**src/rtl/core/blr_pkg.sv**
```systemverilog
package blr_pkg;

  // Command codes carried by the input beat.
  localparam logic CMD_LOAD    = 1'b0;
  localparam logic CMD_ADVANCE = 1'b1;

  // Configuration register indexes.
  localparam int CFG_IDX_BITS = 1;
  localparam logic [CFG_IDX_BITS-1:0] REG_FRAME_WIDTH  = 1'b0;
  localparam logic [CFG_IDX_BITS-1:0] REG_FRAME_HEIGHT = 1'b1;

  // Fixed field widths.
  localparam int CFG_BITS   = 13;
  localparam int COLOR_BITS = 8;
  localparam int ADDR_BITS  = 24;

  // Frame dimensions after reset.
  localparam int DEFAULT_DIM = 512;

endpackage

```
**src/rtl/core/blr_front.sv**
```systemverilog
module blr_front #(
  parameter int COORD_BITS = 16
) (
  input  logic                                  clk,
  input  logic                                  rst_n,
  input  logic                                  in_valid,
  output logic                                  in_stall,
  input  logic                                  in_command,
  input  logic signed [COORD_BITS-1:0]          in_start_x,
  input  logic signed [COORD_BITS-1:0]          in_start_y,
  input  logic signed [COORD_BITS-1:0]          in_end_x,
  input  logic signed [COORD_BITS-1:0]          in_end_y,
  input  logic [blr_pkg::COLOR_BITS-1:0]        in_pen_color,
  input  logic                                  q_full,
  output logic                                  q_push,
  output logic [2*COORD_BITS+blr_pkg::COLOR_BITS:0] q_data
);
  import blr_pkg::*;

  localparam int C   = COORD_BITS;
  localparam int D_W = C + 2;
  localparam int E_W = C + 3;
  localparam int T_W = C + 4;

  logic signed [C-1:0]   cur_x_r, cur_y_r, tgt_x_r, tgt_y_r;
  logic signed [D_W-1:0] adx_r, nady_r;
  logic signed [E_W-1:0] err_r;
  logic                  sxn_r, syn_r, active_r;
  logic [COLOR_BITS-1:0] color_r;

  logic                  accept, is_load, emit;
  logic signed [C:0]     dx_w, dy_w, adx_abs, nady_abs;
  logic signed [D_W-1:0] adx_ld, nady_ld;
  logic signed [E_W-1:0] err_ld, add_x, add_y, err_adv;
  logic signed [T_W-1:0] dbl;
  logic                  go_x, go_y;
  logic signed [C-1:0]   step_x, step_y, cx_adv, cy_adv, pt_x, pt_y;
  logic                  last_ld, last_adv, pt_last;
  logic [COLOR_BITS-1:0] pt_color;

  assign in_stall = q_full;
  assign accept   = in_valid && !q_full;
  assign is_load  = (in_command == CMD_LOAD);
  assign emit     = accept && (is_load || active_r);

  // Segment setup on a load.
  assign dx_w     = (C+1)'(in_end_x) - (C+1)'(in_start_x);
  assign dy_w     = (C+1)'(in_end_y) - (C+1)'(in_start_y);
  assign adx_abs  = dx_w[C] ? -dx_w : dx_w;
  assign nady_abs = dy_w[C] ? dy_w : -dy_w;
  assign adx_ld   = D_W'(adx_abs);
  assign nady_ld  = D_W'(nady_abs);
  assign err_ld   = E_W'(adx_ld) + E_W'(nady_ld);
  assign last_ld  = (in_start_x == in_end_x) && (in_start_y == in_end_y);

  // One Bresenham step on an advance.
  assign dbl      = $signed({err_r, 1'b0});
  assign go_x     = dbl >= T_W'(nady_r);
  assign go_y     = dbl <= T_W'(adx_r);
  assign add_x    = go_x ? E_W'(nady_r) : E_W'(0);
  assign add_y    = go_y ? E_W'(adx_r) : E_W'(0);
  assign err_adv  = err_r + add_x + add_y;
  assign step_x   = sxn_r ? -C'(1) : C'(1);
  assign step_y   = syn_r ? -C'(1) : C'(1);
  assign cx_adv   = go_x ? cur_x_r + step_x : cur_x_r;
  assign cy_adv   = go_y ? cur_y_r + step_y : cur_y_r;
  assign last_adv = (cx_adv == tgt_x_r) && (cy_adv == tgt_y_r);

  assign pt_x     = is_load ? in_start_x : cx_adv;
  assign pt_y     = is_load ? in_start_y : cy_adv;
  assign pt_color = is_load ? in_pen_color : color_r;
  assign pt_last  = is_load ? last_ld : last_adv;

  assign q_push = emit;
  assign q_data = {pt_x, pt_y, pt_color, pt_last};

  always_ff @(posedge clk) begin
    if (!rst_n) begin
      cur_x_r  <= '0;
      cur_y_r  <= '0;
      tgt_x_r  <= '0;
      tgt_y_r  <= '0;
      adx_r    <= '0;
      nady_r   <= '0;
      err_r    <= '0;
      sxn_r    <= 1'b0;
      syn_r    <= 1'b0;
      color_r  <= '0;
      active_r <= 1'b0;
    end else if (emit) begin
      if (is_load) begin
        cur_x_r <= in_start_x;
        cur_y_r <= in_start_y;
        tgt_x_r <= in_end_x;
        tgt_y_r <= in_end_y;
        adx_r   <= adx_ld;
        nady_r  <= nady_ld;
        err_r   <= err_ld;
        sxn_r   <= !(in_start_x < in_end_x);
        syn_r   <= !(in_start_y < in_end_y);
        color_r <= in_pen_color;
      end else begin
        cur_x_r <= cx_adv;
        cur_y_r <= cy_adv;
        err_r   <= err_adv;
      end
      active_r <= !pt_last;
    end
  end

endmodule

```
**src/rtl/core/blr_queue.sv**
```systemverilog
module blr_queue #(
  parameter int WIDTH = 41
) (
  input  logic             clk,
  input  logic             rst_n,
  input  logic             push,
  input  logic [WIDTH-1:0] din,
  input  logic             pop,
  output logic             head_valid,
  output logic [WIDTH-1:0] head,
  output logic             full
);

  // Two slots; slot 0 is always the head.
  logic [WIDTH-1:0] slot0_r, slot1_r, slot0_nxt, slot1_nxt;
  logic [1:0]       cnt_r, cnt_nxt;
  logic             do_pop;

  assign head_valid = (cnt_r != 2'd0);
  assign full       = (cnt_r == 2'd2);
  assign head       = slot0_r;
  assign do_pop     = pop && head_valid;

  always_comb begin
    slot0_nxt = slot0_r;
    slot1_nxt = slot1_r;
    cnt_nxt   = cnt_r + 2'(push) - 2'(do_pop);
    if (do_pop) begin
      if (cnt_r == 2'd2) begin
        slot0_nxt = slot1_r;
        if (push) begin
          slot1_nxt = din;
        end
      end else if (push) begin
        slot0_nxt = din;
      end
    end else if (push) begin
      if (cnt_r == 2'd0) begin
        slot0_nxt = din;
      end else begin
        slot1_nxt = din;
      end
    end
  end

  always_ff @(posedge clk) begin
    if (!rst_n) begin
      cnt_r <= 2'd0;
    end else begin
      cnt_r <= cnt_nxt;
    end
    slot0_r <= slot0_nxt;
    slot1_r <= slot1_nxt;
  end

endmodule

```
**src/rtl/core/blr_back.sv**
```systemverilog
module blr_back #(
  parameter int COORD_BITS = 16,
  parameter int DIM_BITS   = 13
) (
  input  logic                                      clk,
  input  logic                                      rst_n,
  input  logic                                      head_valid,
  input  logic [2*COORD_BITS+blr_pkg::COLOR_BITS:0] head,
  output logic                                      pop,
  input  logic [DIM_BITS-1:0]                       frame_w,
  input  logic [DIM_BITS-1:0]                       frame_h,
  output logic                                      out_valid,
  input  logic                                      out_stall,
  output logic signed [COORD_BITS-1:0]              out_point_x,
  output logic signed [COORD_BITS-1:0]              out_point_y,
  output logic [blr_pkg::ADDR_BITS-1:0]             out_pixel_address,
  output logic [blr_pkg::COLOR_BITS-1:0]            out_pixel_color,
  output logic                                      out_write_enable,
  output logic                                      out_last_point
);
  import blr_pkg::*;

  localparam int C  = COORD_BITS;
  localparam int XW = (C > DIM_BITS) ? C : DIM_BITS;
  localparam int PW = ((2 * DIM_BITS > ADDR_BITS) ? 2 * DIM_BITS : ADDR_BITS) + 1;

  logic [C-1:0]          x_q, y_q;
  logic [COLOR_BITS-1:0] color_q;
  logic                  last_q;
  logic [XW-1:0]         x_u, y_u;
  logic                  on_screen;
  logic [PW-1:0]         addr_sum;

  logic                  valid_r;
  logic [C-1:0]          x_r, y_r;
  logic [ADDR_BITS-1:0]  addr_r;
  logic [COLOR_BITS-1:0] color_r;
  logic                  we_r, last_r;

  assign {x_q, y_q, color_q, last_q} = head;

  // Output register refills whenever it is empty or being drained.
  assign pop = head_valid && (!valid_r || !out_stall);

  assign x_u       = XW'(x_q);
  assign y_u       = XW'(y_q);
  assign on_screen = !x_q[C-1] && !y_q[C-1] &&
                     (x_u < XW'(frame_w)) && (y_u < XW'(frame_h));
  assign addr_sum  = PW'(y_u[DIM_BITS-1:0]) * PW'(frame_w) + PW'(x_u[DIM_BITS-1:0]);

  always_ff @(posedge clk) begin
    if (!rst_n) begin
      valid_r <= 1'b0;
    end else if (pop) begin
      valid_r <= 1'b1;
    end else if (!out_stall) begin
      valid_r <= 1'b0;
    end
    if (pop) begin
      x_r     <= x_q;
      y_r     <= y_q;
      color_r <= color_q;
      last_r  <= last_q;
      we_r    <= on_screen;
      addr_r  <= on_screen ? addr_sum[ADDR_BITS-1:0] : '0;
    end
  end

  assign out_valid         = valid_r;
  assign out_point_x       = $signed(x_r);
  assign out_point_y       = $signed(y_r);
  assign out_pixel_address = addr_r;
  assign out_pixel_color   = color_r;
  assign out_write_enable  = we_r;
  assign out_last_point    = last_r;

endmodule

```
**src/rtl/core/bresenham_line_rasterizer.sv**
```systemverilog
// Bresenham line rasterizer: one point per load, or per advance while a line is active.
// Each point is registered in a queue slot and then in the back end's output
// register, which presents it as the result beat.
// Throughput: one beat per cycle unless the queue is full; the step is combinational.
// Reset (rst_n low, synchronous) idles the line, empties the queue and output
// register, and sets frame width and height to 512 (clamped to MAX_FRAME_DIM).
module bresenham_line_rasterizer #(
  parameter int COORD_BITS    = 16,
  parameter int MAX_FRAME_DIM = 4096
) (
  input  logic                                clk,
  input  logic                                rst_n,
  input  logic                                cfg_wr_en,
  input  logic [blr_pkg::CFG_IDX_BITS-1:0]    cfg_index,
  input  logic [blr_pkg::CFG_BITS-1:0]        cfg_wr_data,
  input  logic                                in_valid,
  output logic                                in_stall,
  input  logic                                in_command,
  input  logic signed [COORD_BITS-1:0]        in_start_x,
  input  logic signed [COORD_BITS-1:0]        in_start_y,
  input  logic signed [COORD_BITS-1:0]        in_end_x,
  input  logic signed [COORD_BITS-1:0]        in_end_y,
  input  logic [blr_pkg::COLOR_BITS-1:0]      in_pen_color,
  output logic                                out_valid,
  input  logic                                out_stall,
  output logic signed [COORD_BITS-1:0]        out_point_x,
  output logic signed [COORD_BITS-1:0]        out_point_y,
  output logic [blr_pkg::ADDR_BITS-1:0]       out_pixel_address,
  output logic [blr_pkg::COLOR_BITS-1:0]      out_pixel_color,
  output logic                                out_write_enable,
  output logic                                out_last_point
);
  import blr_pkg::*;

  // The design splits into a front end that takes beats, decodes the
  // command and runs the Bresenham stepper, a two-entry queue of points,
  // and a back end that clips each point against the frame, forms the
  // linear address with one multiply-add and holds the result beat.
  // The front end stalls only when the queue is full, so a stalled output
  // does not stop input until both queue slots are taken.

  localparam int DIM_BITS  = $clog2(MAX_FRAME_DIM + 1);
  localparam int CMP_W     = (DIM_BITS > CFG_BITS) ? DIM_BITS : CFG_BITS;
  localparam int RESET_DIM = (DEFAULT_DIM > MAX_FRAME_DIM) ? MAX_FRAME_DIM : DEFAULT_DIM;
  localparam int Q_W       = 2 * COORD_BITS + COLOR_BITS + 1;

  logic [DIM_BITS-1:0] frame_w_r, frame_h_r;
  logic [CMP_W-1:0]    wr_ext, wr_clamped;

  logic           q_push, q_pop, q_full, q_head_valid;
  logic [Q_W-1:0] q_din, q_head;

  // Writes are clamped to the largest supported frame dimension on the way
  // in, so the back end only ever sees in-range sizes.
  assign wr_ext     = CMP_W'(cfg_wr_data);
  assign wr_clamped = (wr_ext > CMP_W'(MAX_FRAME_DIM)) ? CMP_W'(MAX_FRAME_DIM) : wr_ext;

  always_ff @(posedge clk) begin
    if (!rst_n) begin
      frame_w_r <= DIM_BITS'(RESET_DIM);
      frame_h_r <= DIM_BITS'(RESET_DIM);
    end else if (cfg_wr_en) begin
      unique case (cfg_index)
        REG_FRAME_WIDTH:  frame_w_r <= wr_clamped[DIM_BITS-1:0];
        REG_FRAME_HEIGHT: frame_h_r <= wr_clamped[DIM_BITS-1:0];
        default: begin
        end
      endcase
    end
  end

  blr_front #(
    .COORD_BITS(COORD_BITS)
  ) u_front (
    .clk          (clk),
    .rst_n        (rst_n),
    .in_valid     (in_valid),
    .in_stall     (in_stall),
    .in_command   (in_command),
    .in_start_x   (in_start_x),
    .in_start_y   (in_start_y),
    .in_end_x     (in_end_x),
    .in_end_y     (in_end_y),
    .in_pen_color (in_pen_color),
    .q_full       (q_full),
    .q_push       (q_push),
    .q_data       (q_din)
  );

  blr_queue #(
    .WIDTH(Q_W)
  ) u_queue (
    .clk        (clk),
    .rst_n      (rst_n),
    .push       (q_push),
    .din        (q_din),
    .pop        (q_pop),
    .head_valid (q_head_valid),
    .head       (q_head),
    .full       (q_full)
  );

  blr_back #(
    .COORD_BITS(COORD_BITS),
    .DIM_BITS  (DIM_BITS)
  ) u_back (
    .clk               (clk),
    .rst_n             (rst_n),
    .head_valid        (q_head_valid),
    .head              (q_head),
    .pop               (q_pop),
    .frame_w           (frame_w_r),
    .frame_h           (frame_h_r),
    .out_valid         (out_valid),
    .out_stall         (out_stall),
    .out_point_x       (out_point_x),
    .out_point_y       (out_point_y),
    .out_pixel_address (out_pixel_address),
    .out_pixel_color   (out_pixel_color),
    .out_write_enable  (out_write_enable),
    .out_last_point    (out_last_point)
  );

endmodule

```
**config.mk**
```make
export PLATFORM = sky130hd
export DESIGN_NAME = bresenham_line_rasterizer
export DESIGN_NICKNAME = d
export VERILOG_FILES = /design/src/rtl/core/blr_pkg.sv /design/src/rtl/core/blr_front.sv /design/src/rtl/core/blr_queue.sv /design/src/rtl/core/blr_back.sv /design/src/rtl/core/bresenham_line_rasterizer.sv
export SDC_FILE = /design/constraint.sdc
export NUM_CORES = 1
export LEC_CHECK = 0
export BUFFER_PORTS_ARGS = -buffer_cell sky130_fd_sc_hd__buf_2
export CAP_MARGIN = 20
export CORE_MARGIN = 8
export CORE_UTILIZATION = 44
export CTS_BUF_LIST = sky130_fd_sc_hd__clkbuf_4 sky130_fd_sc_hd__clkbuf_8
export DETAILED_ROUTE_END_ITERATION = 10
export MAX_ROUTING_LAYER = met4
export PLACE_DENSITY = 0.65
export SLEW_MARGIN = 20
export SYNTH_ARGS = -nofsm -noshare
export SYNTH_HDL_FRONTEND = slang
export SYNTH_SLANG_ARGS = --single-unit
export TNS_END_PERCENT = 1
```
**constraint.sdc**
```tcl
create_clock -name clk -period 6.5 [get_ports clk]
set_input_delay 1.3 -clock clk [delete_from_list [all_inputs] [get_ports clk]]
set_output_delay 1.3 -clock clk [all_outputs]
set_load 0.005 [all_outputs]
```
-- After elaboration in Yosys (flattened, before gate mapping)
Cells that the tools add are included.
- add/subtract/negate cells: 12
- $mul: 1
- divide/modulo/power cells: 0
- $lt $le $gt $ge: 7
- equality and inequality tests: 8
- shift-type cells: 0
- mux-type cells: 25
- bitwise gates (word level): 2
- reductions and logical operators: 29
- operators by type and width (operator ; number):
    $mux 41 ; 9
    $mux 16 ; 6
    $eq 16x16->1 ; 4
    $mux 19 ; 3
    $add 19x19->19 ; 2
    $mux 17 ; 2
    $neg 17->17 ; 2
    $sub 16x16->17 ; 2
    $add 16x16->16 ; 2
    $lt 16x13->1 ; 2
    $lt 16x16->1 ; 2
    $add 24x13->24 ; 1
    $mul 13x13->24 ; 1
    $ge 20x17->1 ; 1
    $le 20x17->1 ; 1
    $add 17x17->18 ; 1
    $gt 13x13->1 const B ; 1
    $mux 13 ; 1
    $logic_and 1x1->1 ; 9
    $logic_not 1->1 ; 8
    $mux 8 ; 1
    $reduce_bool 2->1 ; 4
    $reduce_and 2->1 ; 3
    $reduce_and 3->1 ; 2
    other kinds (9) ; 14
- register bits after elaboration: 305
- bits in latches: 0
- RAM bits: 0
- ROM bits: 0
- input bits: 92
- logic and storage cells: 107
- memories kept: 0

-- Longest topological paths before layout
Gate-level depths: netlist of run 1.
- depth after elaboration: 9
- gate-level depth with buffers: 25

-- Cells and area by module
From an unflattened synthesis of run 1, not the netlist that was laid out.
- cell total of the unflattened synthesis: 2888
- area, all modules: 25997.4 um^2
- modules (own cells, without submodules) (module ; instances ; cells an instance ; area each (um^2)):
    blr_front ; 1 ; 1733 ; 12904.9
    blr_back ; 1 ; 885 ; 8777.2
    blr_queue ; 1 ; 145 ; 3270.6
    bresenham_line_rasterizer ; 1 ; 125 ; 1044.8

-- Least setup slack after synthesis of run 1
OpenSTA, ideal clock, no wires.
- path kind: register to register
- from: reg frame_w_r[3]
- to: reg u_back.addr_r[15] (netlist: u_back.out_pixel_address[15]) (data pin)
- setup time: 0.266 ns
- arrival: 5.664 ns
- required time: 6.234 ns
- path slack: 0.570 ns
- cell stages (with the launch flop): 24
- path buffers: 1
- period minus slack after synthesis: 5.930 ns
- path through: dfxtp_1 -> clkbuf_1 -> and2_1 -> fa_1 -> inv_1 -> fa_1 -> inv_1 -> fa_1 -> inv_1 -> fa_1 -> inv_1 -> fa_1 -> inv_1 -> fa_1 -> inv_1 -> ha_1 -> o21ai_0 -> a311oi_1 -> o31a_1 -> or2_2 -> a21o_1 -> a21oi_1 -> xor2_1 -> nor2_1
- word-level cells in the longest chain between the ends: 3
- elaborated cells between the ends (all ways): 5
- RTL lines (what ; line ; text):
    from (decl) ; bresenham_line_rasterizer.sv:47 ; logic [DIM_BITS-1:0] frame_w_r, frame_h_r;
    from (signal assigned) ; bresenham_line_rasterizer.sv:60 ; frame_w_r <= DIM_BITS'(RESET_DIM);
    from (signal assigned) ; bresenham_line_rasterizer.sv:64 ; REG_FRAME_WIDTH: frame_w_r <= wr_clamped[DIM_BITS-1:0];
    parallel branches: the longest is 3 deep, another holds $mul 13x13->24 ; n/a ;
    to (signal assigned) ; blr_back.sv:65 ; addr_r <= on_screen ? addr_sum[ADDR_BITS-1:0] : '0;
    to (decl) ; blr_back.sv:36 ; logic [ADDR_BITS-1:0] addr_r;
Several ways; the timed one is not identified.
A chain may end at the register's enable or synchronous reset.

-- Worst setup path after layout of run 1
- from: reg u_queue.slot0_r[11] (netlist: u_queue.head[11])
- to: reg u_back.addr_r[21] (netlist: u_back.out_pixel_address[21]) (data pin)
- word-level cells in the longest chain between the ends: 2
- elaborated cells between the ends (all ways): 4
- RTL lines (what ; line ; text):
    from (decl) ; blr_queue.sv:15 ; logic [WIDTH-1:0] slot0_r, slot1_r, slot0_nxt, slot1_nxt;
    from (signal assigned) ; blr_queue.sv:52 ; slot0_r <= slot0_nxt;
    $mul 13x13->24 or $lt 16x13->1 (tied branches) ; blr_back.sv:49, blr_back.sv:48 ;
    $add 24x13->24 or $logic_and 1x1->1 (tied branches) ; blr_back.sv:49, blr_back.sv:48 ;
Parallel ways exist; a longest one is shown, timed or not.

==> results of run 1 <==
-- worst max-delay path, stage by stage, from the launching register on --
cell and delay, ns:
edfxtp_1 0.80, nand2_1 0.16, fa_1 0.50, fa_1 0.55
inv_1 0.05, fa_1 0.56, fa_1 0.45, fa_1 0.54
inv_1 0.05, fa_1 0.49, inv_1 0.04, ha_1 0.25
a21o_1 0.19, a21o_1 0.16, a21oi_1 0.13, nor2b_1 0.07
a41oi_1 0.20, nand3_1 0.18, a31o_2 0.27, a21oi_1 0.17
xor2_1 0.16, nor2_1 0.05
-- power by group through the flow --
stage	clock, mW	combinational, mW	sequential [mW]
after CTS	2.19	4.69	2.85
final	2.14	4.70	2.84
after global placement	0	4.57	2.88
after global routing	2.27	5.21	2.89
after detailed placement	0	4.65	2.89
after floorplan	0	3.23	2.79
-- through the flow --
| step | setup WS, ns | hold WS (ns) | utilization [%] | power, mW |
|---|---|---|---|---|
| 6_report | 0.193 | 0.420 | 50.1 | 9.69 |
| 5_1_grt | -0.129 | 0.425 | 50.1 | 10.4 |
| 4_1_cts | 0.131 | 0.419 | 50.0 | 9.73 |
| 3_5_place_dp | 0.0135 | 0.405 | 47.8 | 7.54 |
| 3_3_place_gp | 0.121 | 0.402 | 47.8 | 7.45 |
| 2_1_floorplan | 0.570 | 0.400 | - | 6.01 |
-- layout make-up --
| class | instances | share of cell area, % |
|---|---|---|
| multi-input combinational | 2136 | 56.9 |
| sequential | 305 | 26.2 |
| inverter | 349 | 4.53 |
| timing repair buffer | 224 | 4.49 |
| clock buffer | 75 | 3.39 |
| tap | 765 | 3.31 |
| clock inverter | 27 | 1.13 |
| antenna | 1 | 0.00864 |
-- synth_stat cells (16+ instances only) --
master / instances
xor2_1: 64
xnor2_1: 97
a211oi_1: 67
a21o_1: 47
inv_1: 347
fa_1: 153
clkbuf_1: 93
mux2_2: 33
nand4_1: 17
o21ai_0: 86
o21a_1: 16
nand2b_1: 18
nor2b_1: 28
or3_1: 21
nand3_1: 25
dfxtp_1: 157
a31oi_1: 37
a21oi_1: 210
ha_1: 242
edfxtp_1: 148
o211ai_1: 17
nor3_1: 38
mux2i_1: 27
nand2_1: 398
and3_1: 21
nor2_1: 194
and2_1: 103
-- cells by family after synthesis --
logic type | Yosys count | synth area share, %
compound gates | 602 | 15.1
xor+xnor | 168 | 6.05
fa+ha+maj | 395 | 23.7
buf+inv | 459 | 6.74
flops | 305 | 29.5
mux | 60 | 2.49
simple gates | 911 | 16.4
-- registers in the layout, summed over array words and instances (netlist names), 2 cells and up --
| signal | count |
|---|---|
| frame_h_r | 13 |
| frame_w_r | 13 |
| u_back.out_pixel_address | 24 |
| u_back.out_pixel_color | 8 |
| u_back.out_point_x | 16 |
| u_back.out_point_y | 16 |
| u_front.adx_r | 17 |
| u_front.color_r | 8 |
| u_front.cur_x_r | 16 |
| u_front.cur_y_r | 16 |
| u_front.err_r | 19 |
| u_front.nady_r | 17 |
| u_front.tgt_x_r | 16 |
| u_front.tgt_y_r | 16 |
| u_queue.cnt_r | 2 |
| u_queue.head | 41 |
| u_queue.slot1_r | 41 |
-- path summary, 6_finish.rpt --
check	cells after the start	from	end	slack, ns
worst max-delay path	21	u_queue.head[11]	u_back.out_pixel_address[21]	0.19
worst max register to register	21	u_queue.head[11]	u_back.out_pixel_address[21]	0.19
worst min-delay path	0	u_queue.head[4]	u_back.out_pixel_color[3]	0.42
worst min register to register	0	u_queue.head[4]	u_back.out_pixel_color[3]	0.42
-- layer usage --
metal	routed length (µm)	share of wire [%]	track usage, %
met1	33900	44	29.7
met2	36300	47	38.1
met3	4150	5.4	3.10
met4	2260	2.9	6.94
met5	0	0	-
==> impl_metrics.yaml, run 1 <==
global_route:
  track_usage_pct: 23.2
  grt_pass1_wl_um: 121000
  grt_pass1_vias: 21800
  grt_start_max_net_pins: 81
  grt-ovfl-total: 0
  antenna_found_initial: 2
job:
  drv_cap: 0
finish:
  fin_cells: 3882
  final_cell_mix: "396 x nand2_1, 347 x inv_1, 242 x ha_1, 208 x a21oi_1, 192 x nor2_1"
  regArea_mm2: 0.00759
  n_fill_cell: 5422
  multi_input_area_mm2: 0.0165
  num-nets-final: 3557
  area_delta_synth_final_pct: 12.5
  drive_gt1_share_pct: 12.8
  fin_area_mm2: 0.0289
  layout_commonest_cell: "nand2_1"
pwr:
  p_int_mw: 5.64
  switchingPower_mw: 4.04
  leakagePower_nw: 12.9
  comb_power_share_pct: 48.5
  p_sw_share_pct: 41.7
  sequentialPowerShare_pct: 29.3
  pwr-share-clk_pct: 22.1
  vdd_drop_max_mv: 0.209
  p_per_area_mw_per_mm2: 335
logic_synthesis:
  mappedNetlistArea_mm2: 0.0257
  synth_top_area_share_pct: 17.3
  ys.flop_type: "dfxtp_1"
  synth.area.top_cells: "edfxtp_1 17%, dfxtp_1 12%, fa_1 12%, ha_1 12%, nand2_1 5.8%"
  synth_nets: 3387
  syn_inst: 2900
  yosysSeqAreaShare_pct: 29.5
  ys_async_sr_fraction_pct: 0
  yosysWarningCount: 0
  ys_ff_latch: 305
  synth_edf_count: 148
  synth_cell_type_count: 93
  synth_largest_area_cell: "edfxtp_1"
  syn_avg_cell_area_um2: 8.88
clock_network:
  cts_tree: "yes"
  h-tree-depth: 2
  clock_latency_ns: 0.67
  ctsResizeCount: 0
  cts_setup_buffers: 0
  cts_root_buf: "clkbuf_8"
  cts_sinks: 305
  cts_hold_buf: 0
  clockBufferDepth: 3
  path_clk_slew_ns: 0.06
  cts_buffers: 54
timing:
  drv_slew: 0
  max_freq_mhz: 159
  tightest_slew_ns: 1.07
  rsz0062_at_grt: "true"
  tns_ns: 0
  fin_worst_skew_ns: 0.0572
  slew_headroom_pct: 28.0
  setup_viol: 0
  hold_viol_final: 0
  min_period_ns: 6.31
  fin_crit_sh_pct: 97.0
drt:
  via_count: 21400
  ant_nets: 0
  dr.pass1.iters: 6
  wl_um: 76600
  vias_per_cell: 5.52
  drt_iter0_drc: 1556
  routedWlPerCell_um: 19.7
  post-route-drc-count: 0
placement:
  place.gp.congestion: 0.947
  port-buffer-count: 159
  post_dp_cell_area_mm2: 0.0276
  dp_hpwl_um: 59600
  dp_cells: 3779
die:
  die_w_um: 258
  die_h_um: 258
  core_region_area_mm2: 0.0578
  die_area_mm2: 0.0665
  ios: 160
  rows: 88
  start_util_pct: 44.5
status:
  status: "finished, final reports clean"
critical_path:
  crit_type: "flip-flop to flip-flop"
  cp-end-kind: "flip-flop"
  cp.required_ns: 6.87
  arrival_ns: 6.68
  worst_setup_path_start_kind: "flip-flop"
  worstPathMaxFanout: 15
worst_hold_path:
  hold_path.class: "flip-flop to flip-flop"
(Power assumes the default switching activity.)
==> run 2, diff against run 1 <==
--- a/config.mk
+++ b/config.mk
@@ -11,6 +11,7 @@
 export CORE_UTILIZATION = 44
 export CTS_BUF_LIST = sky130_fd_sc_hd__clkbuf_4 sky130_fd_sc_hd__clkbuf_8
 export DETAILED_ROUTE_END_ITERATION = 10
+export GPL_TIMING_DRIVEN = 0
 export MAX_ROUTING_LAYER = met4
 export PLACE_DENSITY = 0.65
 export SLEW_MARGIN = 20
==> run 2 against run 1 <==
Count of clock-buffer cells in the layout grew 3. Sequential share of layout area shrank 0.12 points. Worst hold slack worse by 0.0023 ns. Critical path depth grew 1. Global-route usage increased by 2.2 points. Cell count rose by 1.6%. Register-to-register slack gained 0.03 ns. Critical path type unchanged. Fmax grew 0.52%. Via count increased by 2.6%. Setup slack improved by 0.033 ns.
==> impl_metrics.yaml, run 2 (synthesized netlist as in run 1, its figures left out) <==
die:
  rows: 88
  die_h_um: 258
  start_util_pct: 44.5
  ios: 160
  die_w_um: 258
  die_area_mm2: 0.0665
  core_region_area_mm2: 0.0578
finish:
  num-nets-final: 3621
  final_cell_mix: "398 x nand2_1, 347 x inv_1, 242 x ha_1, 205 x a21oi_1, 194 x nor2_1"
  n_fill_cell: 5466
  area_delta_synth_final_pct: 13.0
  layout_commonest_cell: "nand2_1"
  multi_input_area_mm2: 0.0165
  final_util_pct: 50.3
  regArea_mm2: 0.00759
  drive_gt1_share_pct: 12.4
job:
  drv_cap: 0
worst_hold_path:
  hold_path.class: "flip-flop to flip-flop"
pwr:
  switchingPower_mw: 4.24
  p_sw_share_pct: 43.3
  finalPower_mw: 9.79
  comb_power_share_pct: 50.4
  vdd_drop_max_mv: 0.249
  leakagePower_nw: 12.9
  sequentialPowerShare_pct: 29.0
  p_per_area_mw_per_mm2: 336
  pwr-share-clk_pct: 20.6
  p_int_mw: 5.55
critical_path:
  cp-end-kind: "flip-flop"
  worst_setup_path_start_kind: "flip-flop"
  arrival_ns: 6.69
  crit_type: "flip-flop to flip-flop"
  worstPathMaxFanout: 10
  cp.required_ns: 6.91
clock_network:
  path_clk_slew_ns: 0.06
  cts_hold_buf: 0
  cts_buffers: 54
  cts_sinks: 305
  cts_tree: "yes"
  h-tree-depth: 2
  clockBufferDepth: 3
  cts_root_buf: "clkbuf_8"
  clock_latency_ns: 0.68
timing:
  tightest_slew_ns: 1.22
  hold_viol_final: 0
  rsz0062_at_grt: "true"
  drv_slew: 0
  fin_ws_ns: 0.226
  setup_viol: 0
  hold_slack_ns: 0.418
  tns_ns: 0
  fin_worst_skew_ns: 0.0431
  max_freq_mhz: 159
  slew_headroom_pct: 18.5
  min_period_ns: 6.27
  fin_crit_sh_pct: 96.5
drt:
  drt_iter0_drc: 1490
  wl_um: 84200
  routedWlPerCell_um: 21.3
  via_count: 22000
  dr.pass1.iters: 5
  ant_nets: 0
  vias_per_cell: 5.57
  post-route-drc-count: 0
global_route:
  grt_pass1_vias: 22200
  track_usage_pct: 25.4
  antenna_found_initial: 0
  grt-ovfl-total: 0
  grt_start_max_net_pins: 26
  grt_pass1_wl_um: 128000
placement:
  port-buffer-count: 157
  place_ws_ns: -0.672
  place.gp.congestion: 0.982
  dp_hpwl_um: 68200
status:
  status: "finished, final reports clean"
[run 2: layer usage]
metal | vias up | track usage, % | part of all wire [%]
met3 | 176 | 3.48 | 5.9
li1 | 10400 | - | -
met1 | 10700 | 30.5 | 42
met5 | - | - | 0
met2 | 738 | 43.2 | 48
met4 | 0 | 9.55 | 3.9
[run 2: repair_timing]
item,CTS,global route
resized for setup,13,65
pin swaps,0,4
setup endpoints to repair,12,18
buffers inserted,0,17
[run 2: metrics by stage]
stage / cells / cell area (µm²)
finish: 3946 / 29100
floorplan: 2900 / 25700
detailed placement: 3829 / 27600
global placement: 3822 / 27500
CTS: 3929 / 28800
global route: 3945 / 29100
[run 2: layout make-up]
class	instances	share of cell area, %
Clock buffer	78	3.35
Multi-Input combinational cell	2136	56.8
Inverter	349	4.50
Timing Repair Buffer	181	3.54
Antenna cell	1	0.00860
Sequential cell	305	26.1
Tap cell	765	3.29
Clock inverter	24	0.813
Buffer	107	1.59
[run 2: final timing paths]
| path | startpoint | end | slack, ns | cells after the start |
|---|---|---|---|---|
| worst max-delay path | u_queue.head[15] | u_back.out_pixel_address[15] | 0.23 | 22 |
| worst min-delay path | u_queue.head[1] | u_back.out_pixel_color[0] | 0.42 | 0 |
| worst max register to register | u_queue.head[15] | u_back.out_pixel_address[15] | 0.23 | 22 |
| worst min register to register | u_queue.head[1] | u_back.out_pixel_color[0] | 0.42 | 0 |
[run 2: worst max-delay path: stages, from the launching register on]
cell	delay (ns)
edfxtp_1	0.52
buf_2	0.31
nand2_1	0.11
fa_1	0.46
fa_1	0.53
inv_1	0.06
fa_1	0.50
inv_1	0.05
fa_1	0.47
inv_1	0.05
fa_1	0.52
inv_1	0.05
fa_1	0.49
inv_1	0.04
ha_1	0.34
o21ai_2	0.20
a311oi_2	0.10
o31a_1	0.34
or2_2	0.30
a21o_1	0.18
a21oi_1	0.17
xor2_1	0.16
nor2_1	0.05
[run 2: power groups by stage]
stage               registers, mW  logic (mW)  clock network (mW)
floorplan                    2.79        3.23                   0
global placement             2.93        4.59                   0
detailed placement           2.89        4.74                   0
CTS                          2.86        4.78                2.06
global route                 2.87        5.44                2.13
finish                       2.83        4.93                2.02
==> run 3, diff against run 2 <==
--- a/config.mk
+++ b/config.mk
@@ -7,15 +7,18 @@
 export LEC_CHECK = 0
 export BUFFER_PORTS_ARGS = -buffer_cell sky130_fd_sc_hd__buf_2
 export CAP_MARGIN = 20
+export CELL_PAD_IN_SITES_DETAIL_PLACEMENT = 0
+export CELL_PAD_IN_SITES_GLOBAL_PLACEMENT = 1
 export CORE_MARGIN = 8
-export CORE_UTILIZATION = 44
+export CORE_UTILIZATION = 40
 export CTS_BUF_LIST = sky130_fd_sc_hd__clkbuf_4 sky130_fd_sc_hd__clkbuf_8
 export DETAILED_ROUTE_END_ITERATION = 10
 export GPL_TIMING_DRIVEN = 0
 export MAX_ROUTING_LAYER = met4
-export PLACE_DENSITY = 0.65
+export PLACE_DENSITY = 0.74
 export SLEW_MARGIN = 20
 export SYNTH_ARGS = -nofsm -noshare
 export SYNTH_HDL_FRONTEND = slang
+export SYNTH_HIERARCHICAL = 1
 export SYNTH_SLANG_ARGS = --single-unit
 export TNS_END_PERCENT = 1
==> run 3 against run 2 <==
Worst hold slack worse by 0.0049 ns. Sequential power is 16% lower. Count of clock-buffer cells in the layout is 4 higher. Synthesized cell count is 0.41% lower. Via count is 1.6% lower. Sequential share of layout area is 0.50 points lower. Combinational power is 32% lower. Critical path depth is 3 lower.
==> impl_metrics.yaml, run 3 <==
timing:
  hold_viol_final: 0
  fin_ws_ns: 0.213
  drv_slew: 0
  min_period_ns: 6.29
  tightest_slew_ns: 1.09
  slew_headroom_pct: 26.5
  hold_slack_ns: 0.413
  setup_viol: 0
  rsz0062_at_grt: "true"
  fin_crit_sh_pct: 96.7
  fin_worst_skew_ns: 0.0350
  max_freq_mhz: 159
clock_network:
  h-tree-depth: 2
  cts_buffers: 57
  clockBufferDepth: 3
  cts_root_buf: "clkbuf_8"
  clock_latency_ns: 0.70
  cts_sinks: 305
  path_clk_slew_ns: 0.06
  cts_tree: "yes"
logic_synthesis:
  syn_avg_cell_area_um2: 9.00
  muxShareOfSynthArea_pct: 3.43
  synth.area.top_cells: "edfxtp_1 17%, dfxtp_1 12%, fa_1 12%, ha_1 12%, nand2_1 6.0%"
  yosysSeqAreaShare_pct: 29.2
  synth_simple_gate_area_share_pct: 16.0
  synth_nets: 3373
  synth_edf_count: 148
  synth_compound_area_share_pct: 15.8
  synth_top_area_share_pct: 17.1
  synth_cell_type_count: 90
  synth_xor_xnor_area_share_pct: 5.59
  yosysWarningCount: 6
  ys.flop_type: "dfxtp_1"
  ys_ff_latch: 305
  synth_most_common_cell: "nand2_1"
  synth_top_family_by_area: "adder cells"
  synth_common_cells: "417 x nand2_1, 330 x inv_1, 240 x ha_1"
  syn_inst: 2888
  synthAdderAreaFrac_pct: 23.3
  mappedNetlistArea_mm2: 0.0260
  synth_largest_area_cell: "edfxtp_1"
  ys_async_sr_fraction_pct: 0
global_route:
  grt_pass1_vias: 22400
  grt-ovfl-total: 0
  grt_pass1_wl_um: 131000
  grt_start_max_net_pins: 24
  antenna_found_initial: 1
  track_usage_pct: 23.4
die:
  die_h_um: 271
  start_util_pct: 40.4
  rows: 93
  core_region_area_mm2: 0.0643
  die_area_mm2: 0.0734
  ios: 160
  die_w_um: 271
finish:
  n_fill_cell: 6253
  area_delta_synth_final_pct: 14.0
  layout_commonest_cell: "nand2_1"
  drive_gt1_share_pct: 13.4
  multi_input_area_mm2: 0.0169
  final_cell_mix: "417 x nand2_1, 330 x inv_1, 240 x ha_1, 181 x nor2_1, 168 x buf_2"
  regArea_mm2: 0.00759
  num-nets-final: 3611
  fin_area_mm2: 0.0296
critical_path:
  worst-r2r-cell-count: 19
  worstPathMaxFanout: 10
  arrival_ns: 6.72
  crit_type: "flip-flop to flip-flop"
  cp.required_ns: 6.93
  cp-end-kind: "flip-flop"
  worst_setup_path_start_kind: "flip-flop"
pwr:
  p_per_area_mw_per_mm2: 265
  vdd_drop_max_mv: 0.128
  leakagePower_nw: 13.3
drt:
  routedWlPerCell_um: 21.2
  via_count: 21600
  wl_um: 85400
  ant_nets: 0
  dr.pass1.iters: 5
  drt_iter0_drc: 1146
  post-route-drc-count: 0
  vias_per_cell: 5.37
placement:
  place.gp.congestion: 0.965
  post_dp_cell_area_mm2: 0.0280
  port-buffer-count: 159
  dp_hpwl_um: 69900
  place_ws_ns: -2.04
worst_hold_path:
  hold_path.class: "flip-flop to flip-flop"
  holdPathStages: 0
job:
  drv_cap: 0
status:
  status: "finished, final reports clean"
==> run 3: area by class of cell <==
| type | count | area share (%) |
|---|---|---|
| multi-input combinational | 2141 | 56.9 |
| antenna | 4 | 0.0338 |
| tap | 855 | 3.61 |
| sequential | 305 | 25.6 |
| buffer | 106 | 1.73 |
| timing repair buffer | 184 | 3.63 |
| inverter | 331 | 4.19 |
| clock inverter | 26 | 0.815 |
| clock buffer | 82 | 3.47 |
==> run 3: final timing paths <==
| check | end | slack, ns | from |
|---|---|---|---|
| max | u_back/out_pixel_address[23] | 0.21 | u_queue/head[18] |
| min | u_back/out_pixel_color[3] | 0.41 | u_queue/head[4] |
| max reg2reg | u_back/out_pixel_address[23] | 0.21 | u_queue/head[18] |
| min reg2reg | u_back/out_pixel_color[3] | 0.41 | u_queue/head[4] |
==> run 3: kinds of logic (layout without fill, tap and decap cells) <==
kind of cell	after synthesis	in the layout
and+or+nand+nor	905	905
muxes	68	68
DFF	305	305
adders and majority gates	393	393
xor gates and xnor gates	166	166
buffers and inverters	442	729
other	0	4
AOI/OAI and AO/OA	609	609
==> run 3: through the flow <==
step                cells  power, mW  util (%)  TNS, ns
floorplan            2888       4.64         -  -0.0556
global placement     3902       5.60      43.3   -73.93
detailed placement   3907       5.67      43.5   -18.71
CTS                  4013       7.86      45.7  -0.0292
global route         4032       8.36      46.0  -0.0173
finish               4034       7.84      46.1        0
==> run 3: worst max-delay path, cell delays in order, from the launching register on <==
cell and delay [ns]:
edfxtp_1 0.52, clkbuf_1 0.34, and2_1 0.27, fa_1 0.47, inv_1 0.05, fa_1 0.54, inv_1 0.06, fa_1 0.55
fa_1 0.45, fa_1 0.55, inv_1 0.06, fa_1 0.49, inv_1 0.04, ha_1 0.35, a21oi_1 0.24, o21ai_0 0.18
a211oi_4 0.37, o211ai_1 0.18, xnor2_1 0.26, nor2_1 0.06
==> run 3: metal layers <==
layer  vias up  routed length [µm]  track usage, %
met5         -                   0               -
met2       564               42900            40.7
met1     10600               34800            26.6
li1      10300                   -               -
met3       172                3640            3.19
met4         0                4120            10.7
==> run 3: power breakdown <==
| group | internal, mW | switching, mW |
|---|---|---|
| logic | 1.33 | 2.04 |
| registers | 2.24 | 0.157 |
| clock network | 1.15 | 0.921 |
==> run 3: timing repair <==
action	in CTS	in global routing
cloned	0	0
buffers inserted	2	18
setup endpoints to repair	20	12
hold buffers	0	0
pin swaps	2	6
gates resized for setup	31	54
